## config.mk

```make
export PLATFORM = sky130hd
export DESIGN_NAME = ps2_mouse_packet_decoder_top
export DESIGN_NICKNAME = d
export VERILOG_FILES = /design/src/rtl/core/ps2md_pkg.sv /design/src/rtl/core/ps2_mouse_packet_decoder_top.sv /design/src/rtl/core/ps2md_framer.sv /design/src/rtl/core/ps2md_decode.sv /design/src/rtl/core/ps2md_out_reg.sv
export SDC_FILE = /design/constraint.sdc
export NUM_CORES = 1
export LEC_CHECK = 0
export ABC_CLOCK_PERIOD_IN_PS = 2520
export BUFFER_PORTS_ARGS = -buffer_cell sky130_fd_sc_hd__buf_2
export CAP_MARGIN = 30
export CELL_PAD_IN_SITES_DETAIL_PLACEMENT = 0
export CELL_PAD_IN_SITES_GLOBAL_PLACEMENT = 1
export CORE_MARGIN = 2
export CORE_UTILIZATION = 46
export CTS_BUF_LIST = sky130_fd_sc_hd__clkbuf_4 sky130_fd_sc_hd__clkbuf_8
export DETAILED_ROUTE_END_ITERATION = 16
export PLACE_DENSITY = 0.87
export SKIP_CTS_REPAIR_TIMING = 1
export SYNTH_ARGS = -nofsm -noshare
export SYNTH_HDL_FRONTEND = slang
export SYNTH_SLANG_ARGS = --single-unit
```

## constraint.sdc

```tcl
create_clock -name clk -period 2.52 [get_ports clk]
set_clock_uncertainty 0.2 [all_clocks]
set_input_delay 0.252 -clock clk [delete_from_list [all_inputs] [get_ports clk]]
set_output_delay 0.252 -clock clk [all_outputs]
set_load 0.02 [all_outputs]
```

## src/rtl/core/ps2md_pkg.sv

```systemverilog
// Shared types and constants for the PS/2 mouse packet decoder.
// No dependencies; used by every module of the block but the checker.
package ps2md_pkg;

    // Header bit positions
    localparam int unsigned SyncBit   = 3;
    localparam int unsigned SignXBit  = 4;
    localparam int unsigned SignYBit  = 5;
    localparam int unsigned OvfXBit   = 6;
    localparam int unsigned OvfYBit   = 7;

    // Wheel byte codes
    localparam logic [7:0] WHEEL_UP   = 8'h01;
    localparam logic [7:0] WHEEL_DOWN = 8'hFF;

    // Wheel step codes
    localparam logic signed [1:0] DZ_UP   = 2'sb01;
    localparam logic signed [1:0] DZ_DOWN = 2'sb11;
    localparam logic signed [1:0] DZ_NONE = 2'sb00;

    // Position of the next byte within a packet
    typedef enum logic [1:0] {
        POS_HDR   = 2'd0,
        POS_X     = 2'd1,
        POS_Y     = 2'd2,
        POS_WHEEL = 2'd3
    } pos_t;

    // Complete packet handed from the framer to the decoder
    typedef struct packed {
        logic       done;
        logic       use_wheel;
        logic [7:0] hdr;
        logic [7:0] x;
        logic [7:0] y;
        logic [7:0] wheel;
    } packet_t;

    // Decoded result item
    typedef struct packed {
        logic signed [1:0] delta_wheel;
        logic signed [8:0] delta_y;
        logic signed [8:0] delta_x;
        logic        [1:0] buttons;
    } result_t;

endpackage

```

## src/rtl/core/ps2_mouse_packet_decoder_top.sv

```systemverilog
// Top level of the PS/2 mouse packet decoder (3- or 4-byte packets).
// Depends on ps2md_pkg, ps2md_framer, ps2md_decode, ps2md_out_reg.
//
//  channel   dir  width  contents
//  s_axis    in   8      tdata[7:0] rx_byte
//  m_axis    out  24     tdata buttons, delta_x, delta_y, delta_wheel
//  cfg       in   1      cfg_wdata[0] wheel_mode, written when cfg_we
//
// One byte is taken every cycle while s_axis_tready is high; a result appears
// in the cycle after the byte that completes its packet, set by the single result register.
// s_axis_tready drops only while a result waits and m_axis_tready is low.
// Reset clears the byte position, the held result and wheel_mode.
module ps2_mouse_packet_decoder_top
(
    input  logic        clk,
    input  logic        rst_n,
    input  logic        s_axis_tvalid,
    output logic        s_axis_tready,
    input  logic [7:0]  s_axis_tdata,   // [7:0] rx_byte
    output logic        m_axis_tvalid,
    input  logic        m_axis_tready,
    output logic [23:0] m_axis_tdata,   // [1:0] buttons, [10:2] delta_x,
                                        // [19:11] delta_y, [21:20] delta_wheel
    input  logic        cfg_we,
    input  logic        cfg_wdata
);

    logic               wheel_mode_reg;
    logic               accept;
    ps2md_pkg::packet_t pkt;
    ps2md_pkg::result_t res;
    ps2md_pkg::result_t out_res;

    // Hold the wheel mode register
    always_ff @(posedge clk or negedge rst_n)
    begin
        if (!rst_n)
            wheel_mode_reg <= 1'b0;
        else if (cfg_we)
            wheel_mode_reg <= cfg_wdata;
    end

    assign accept = s_axis_tvalid && s_axis_tready;

    ps2md_framer u_framer
    (
        .clk        (clk),
        .rst_n      (rst_n),
        .accept     (accept),
        .rx_byte    (s_axis_tdata),
        .wheel_mode (wheel_mode_reg),
        .pkt        (pkt)
    );

    ps2md_decode u_decode
    (
        .pkt (pkt),
        .res (res)
    );

    ps2md_out_reg u_out_reg
    (
        .clk       (clk),
        .rst_n     (rst_n),
        .load      (pkt.done),
        .res       (res),
        .out_ready (m_axis_tready),
        .out_valid (m_axis_tvalid),
        .out_res   (out_res),
        .in_ready  (s_axis_tready)
    );

    // Pack the result, lowest field first
    assign m_axis_tdata = {2'b00, out_res.delta_wheel, out_res.delta_y,
                           out_res.delta_x, out_res.buttons};

endmodule

```

## src/rtl/core/ps2md_framer.sv

```systemverilog
// Packet framer: tracks byte position and stores header, X and Y bytes.
// Depends on ps2md_pkg.
module ps2md_framer
(
    input  logic                clk,
    input  logic                rst_n,
    input  logic                accept,
    input  logic [7:0]          rx_byte,
    input  logic                wheel_mode,
    output ps2md_pkg::packet_t  pkt
);

    ps2md_pkg::pos_t pos_reg;
    ps2md_pkg::pos_t pos_next;
    logic [7:0]      hdr_reg;
    logic [7:0]      x_reg;
    logic [7:0]      y_reg;

    // Advance the byte position; drop unsynchronized header bytes
    always_comb
    begin
        pos_next = pos_reg;
        if (accept)
        begin
            case (pos_reg)
                ps2md_pkg::POS_HDR:
                begin
                    if (rx_byte[ps2md_pkg::SyncBit])
                        pos_next = ps2md_pkg::POS_X;
                end
                ps2md_pkg::POS_X:
                    pos_next = ps2md_pkg::POS_Y;
                ps2md_pkg::POS_Y:
                    pos_next = wheel_mode ? ps2md_pkg::POS_WHEEL : ps2md_pkg::POS_HDR;
                ps2md_pkg::POS_WHEEL:
                    pos_next = ps2md_pkg::POS_HDR;
                default:
                    pos_next = ps2md_pkg::POS_HDR;
            endcase
        end
    end

    always_ff @(posedge clk or negedge rst_n)
    begin
        if (!rst_n)
            pos_reg <= ps2md_pkg::POS_HDR;
        else
            pos_reg <= pos_next;
    end

    // Capture packet bytes at their positions
    always_ff @(posedge clk)
    begin
        if (accept)
        begin
            if (pos_reg == ps2md_pkg::POS_HDR)
                hdr_reg <= rx_byte;
            if (pos_reg == ps2md_pkg::POS_X)
                x_reg <= rx_byte;
            if (pos_reg == ps2md_pkg::POS_Y)
                y_reg <= rx_byte;
        end
    end

    // Flag packet completion; Y comes straight from the bus on the third byte
    always_comb
    begin
        pkt.done      = 1'b0;
        pkt.use_wheel = 1'b0;
        pkt.hdr       = hdr_reg;
        pkt.x         = x_reg;
        pkt.y         = y_reg;
        pkt.wheel     = rx_byte;
        case (pos_reg)
            ps2md_pkg::POS_Y:
            begin
                pkt.done = accept && !wheel_mode;
                pkt.y    = rx_byte;
            end
            ps2md_pkg::POS_WHEEL:
            begin
                pkt.done      = accept;
                pkt.use_wheel = wheel_mode;
            end
            default:
            begin
                pkt.done = 1'b0;
            end
        endcase
    end

endmodule

```

## src/rtl/core/ps2md_decode.sv

```systemverilog
// Packet decoder: builds buttons, signed X/Y movement and wheel step.
// Depends on ps2md_pkg.
module ps2md_decode
(
    input  ps2md_pkg::packet_t  pkt,
    output ps2md_pkg::result_t  res
);

    logic overflow;

    assign overflow = pkt.hdr[ps2md_pkg::OvfXBit] | pkt.hdr[ps2md_pkg::OvfYBit];

    // Attach header sign bits, zero movement on overflow; map the wheel byte to a step
    always_comb
    begin
        res.buttons = pkt.hdr[1:0];
        if (overflow)
        begin
            res.delta_x = '0;
            res.delta_y = '0;
        end
        else
        begin
            res.delta_x = {pkt.hdr[ps2md_pkg::SignXBit], pkt.x};
            res.delta_y = {pkt.hdr[ps2md_pkg::SignYBit], pkt.y};
        end

        // Any wheel code other than up or down gives no step
        res.delta_wheel = ps2md_pkg::DZ_NONE;
        if (pkt.use_wheel)
        begin
            if (pkt.wheel == ps2md_pkg::WHEEL_UP)
                res.delta_wheel = ps2md_pkg::DZ_UP;
            else if (pkt.wheel == ps2md_pkg::WHEEL_DOWN)
                res.delta_wheel = ps2md_pkg::DZ_DOWN;
        end
    end

endmodule

```

## src/rtl/core/ps2md_out_reg.sv

```systemverilog
// Result register for the output stream; sets input readiness.
// Depends on ps2md_pkg.
module ps2md_out_reg
(
    input  logic                clk,
    input  logic                rst_n,
    input  logic                load,
    input  ps2md_pkg::result_t  res,
    input  logic                out_ready,
    output logic                out_valid,
    output ps2md_pkg::result_t  out_res,
    output logic                in_ready
);

    logic               valid_reg;
    logic               valid_next;
    ps2md_pkg::result_t res_reg;

    // Accept a new item whenever the held result is empty or leaving
    assign in_ready = !valid_reg || out_ready;

    always_comb
    begin
        if (load)
            valid_next = 1'b1;
        else if (out_ready)
            valid_next = 1'b0;
        else
            valid_next = valid_reg;
    end

    always_ff @(posedge clk or negedge rst_n)
    begin
        if (!rst_n)
            valid_reg <= 1'b0;
        else
            valid_reg <= valid_next;
    end

    // Hold the payload until replaced
    always_ff @(posedge clk)
    begin
        if (load)
            res_reg <= res;
    end

    assign out_valid = valid_reg;
    assign out_res   = res_reg;

endmodule

```

==> impl_results.md <==
* Synth Cell Area at 1866 µm²
* Total Neg Setup Slack at 0 ns
* Headroom to the max-slew limit at 41.40%
* Pre-antenna DRT Iters at 4
* Crit path to: u_out_reg.out_res[1]
* RSZ-0062 raised after global routing: no
* Final design utilization at 57.03%
* Post-Synthesis Cells at 106
* Power Density at 954.0 nW/µm²
* All-Layer GR Usage at 13.85%
* Routed len/inst at 13.96 µm
* Clk root buf: clkbuf_8
* Routed Antenna Nets at 0
* TritonCTS clock tree: yes
* CORE AREA at 3943 µm²
* Layout Cells excl Fill at 206
* Setup violators final at 0
* Routed met2 length at 1375 µm
* # port buffers at 37
* Area growth, synth to finish at 20.52%
* Worst slew pin tran at 0.8757 ns
* Drt initial violations at 49
* Rows at 23
* Die height at 67.68 µm
* M1 WL at 1296 µm
* Crit path DAT at 1.70 ns
* Critical path, cell by cell: nand2b_1 > nand2_1 > inv_2 > and3_2
* I/O pin cnt at 40
* Syn_area_per_cell at 17.60 µm²
* CTS Buffer Depth at 2
* # fillers at 329
* Worst path slowest cell: and3_2
* Bufs and invs on worst path at 1
* Residual DRC at 0
* Layout cells sized above 1 at 37.82%
* Final wirelength at 2876 µm
* ANT cells at 0
* H-Tree Depth at 2
* CP Max Fanout at 22
* # clock sinks at 48
* Worst path depth at 4
* Synth warn at 0
* Cell taking the most area after synthesis: edfxtp_1
* Reg2reg start: u_out_reg.out_valid
* Clock transition at path regs at 0.08 ns
* Initial antenna violation count at 0
* Placed cells at 191
* Via count at 978
* Largest net degree at the start of global routing at 23
* CP Data Required Time at 2.26 ns
* CTS Buf Count at 5
* Overflow after GRT at 0
* Sequential-to-total area share from yosys stat at 76.19%
* Flop-to-flop setup slack at 0.56 ns
* Part of the cycle the worst path needs at 77.62%
* Synth top area cells: edfxtp_1 (71%), mux2_4 (6.4%), and2_1 (6.0%)
* Crit. End Element: flip-flop
* Reg2reg end: u_out_reg.out_res[1]
* Slew Limit Fails at 0
* NumNets Final at 169
* Max-cap violations at 0
* Vias per cell at 4.748
* Highest routed layer: met4
* Post-synth top area share at 70.82%
* Dpl hpwl at 1989 µm
* Yosys reg bits at 48
* Final hold violation count at 0
* Reg2reg path depth at 4
* Die width at 67.68 µm
* Crit path kind: flip-flop to flip-flop
* Min cycle time layout at 1.956 ns
* Leak Pwr at 0.8643 nW
* Worst path top cell family by delay: simple AND/OR/NAND/NOR gates
* Worst Hold Margin at 0.003867 ns
* Die ar. at 4581 µm²
* Achievable frequency at 511.3 MHz
* Clk_lat worst skew at 0.30 ns
* Maximum VDD drop at 463.0 µV
* Largest register FFs at 22
* Met3 WL at 152 µm
* First-pass GRT wire length at 4388 µm
* Initial Util at 47.32%
* Routability cong. at 0.7232
* Outcome: finished clean
* Synth cell types at 25
* Vias in the first global route at 849
* Crit-path max cell delay at 0.58 ns
* Hold WC Path Type: input pin to flip-flop
* CP startpoint kind: flip-flop
* Worst hold start: cfg_we
* Crit path launch: u_out_reg.out_valid
## power breakdown
| group | switching, mW | internal, mW | leakage [nW] |
|---|---|---|---|
| clock network | 0.247 | 0.192 | 0.0378 |
| logic | 0.306 | 0.246 | 0.366 |
| registers | 0.0693 | 1.09 | 0.461 |
| total | 0.622 | 1.52 | 0.864 |
## synthesized netlist by cell type
cell,number
edfxtp_1,44
nand3_1,2
and3_2,1
nor4b_1,1
buf_6,2
nand2b_1,2
clkbuf_1,1
buf_4,2
a21oi_1,1
or2_1,1
mux2_4,8
a31oi_1,2
dfrtp_1,4
mux2_2,2
mux2i_1,1
nor3_1,1
nand2_1,3
nor4_1,1
nand4_1,2
nor3b_1,1
and2_1,18
conb_1,1
inv_2,1
nor2b_4,1
nor2_1,3
## placed cells by master (no fill, tap or decap), drive strengths merged, types with 3 or more instances in the layout
| cell type | count |
|---|---|
| nand2 | 3 |
| and2 | 18 |
| clkbuf | 5 |
| nor2 | 3 |
| dlygate4sd3 | 7 |
| mux2 | 10 |
| edfxtp | 44 |
| dfrtp | 4 |
| buf | 39 |
## cell families (layout without fill, tap and decap cells)
family	after synthesis	count (layout)	synth area share, %
AO/OA/AOI/OAI	3	3	0.9386
multiplexers	11	11	8.183
flip-flops	48	48	76.19
other	1	2	0.2010
AND/OR/NAND/NOR	37	37	12.07
buffers and inverters	6	55	2.414
## layout make-up
class	count	area, µm²	area share (%)
well taps	50	62.56	2.782
multi-input cells	53	402.9	17.92
repair buffers	46	270.3	12.02
inverters	1	3.754	0.1669
clock inverters	3	18.77	0.8347
clock buffers	5	68.82	3.061
flip-flops and latches	48	1421	63.22
## worst min path at each step
| stage | endpoint | cells past startpoint |
|---|---|---|
| final | wheel_mode_reg | 2 |
| after global placement | wheel_mode_reg | 1 |
| after CTS | wheel_mode_reg | 1 |
| after global routing | u_framer.x_reg[2] | 1 |
| after floorplan | u_framer.pos_reg[0] | 0 |
| after detailed placement | wheel_mode_reg | 1 |
## per-stage QoR
step	cell area [µm²]	worst slack, ns	power [mW]
floorplan	1869	0.3820	1.594
global placement	2091	0.6562	1.694
detailed placement	2091	0.5512	1.723
CTS	2178	0.5448	2.154
global route	2248	0.4557	2.257
finish	2248	0.5641	2.145
## layer usage
| layer | track usage [%] | vias up |
|---|---|---|
| li1 | - | 483 |
| met1 | 18.24 | 462 |
| met2 | 20.59 | 28 |
| met3 | 5.000 | 5 |
| met4 | 6.122 | 0 |
| met5 | 0 | - |
Power figures use the tool's default switching activity.
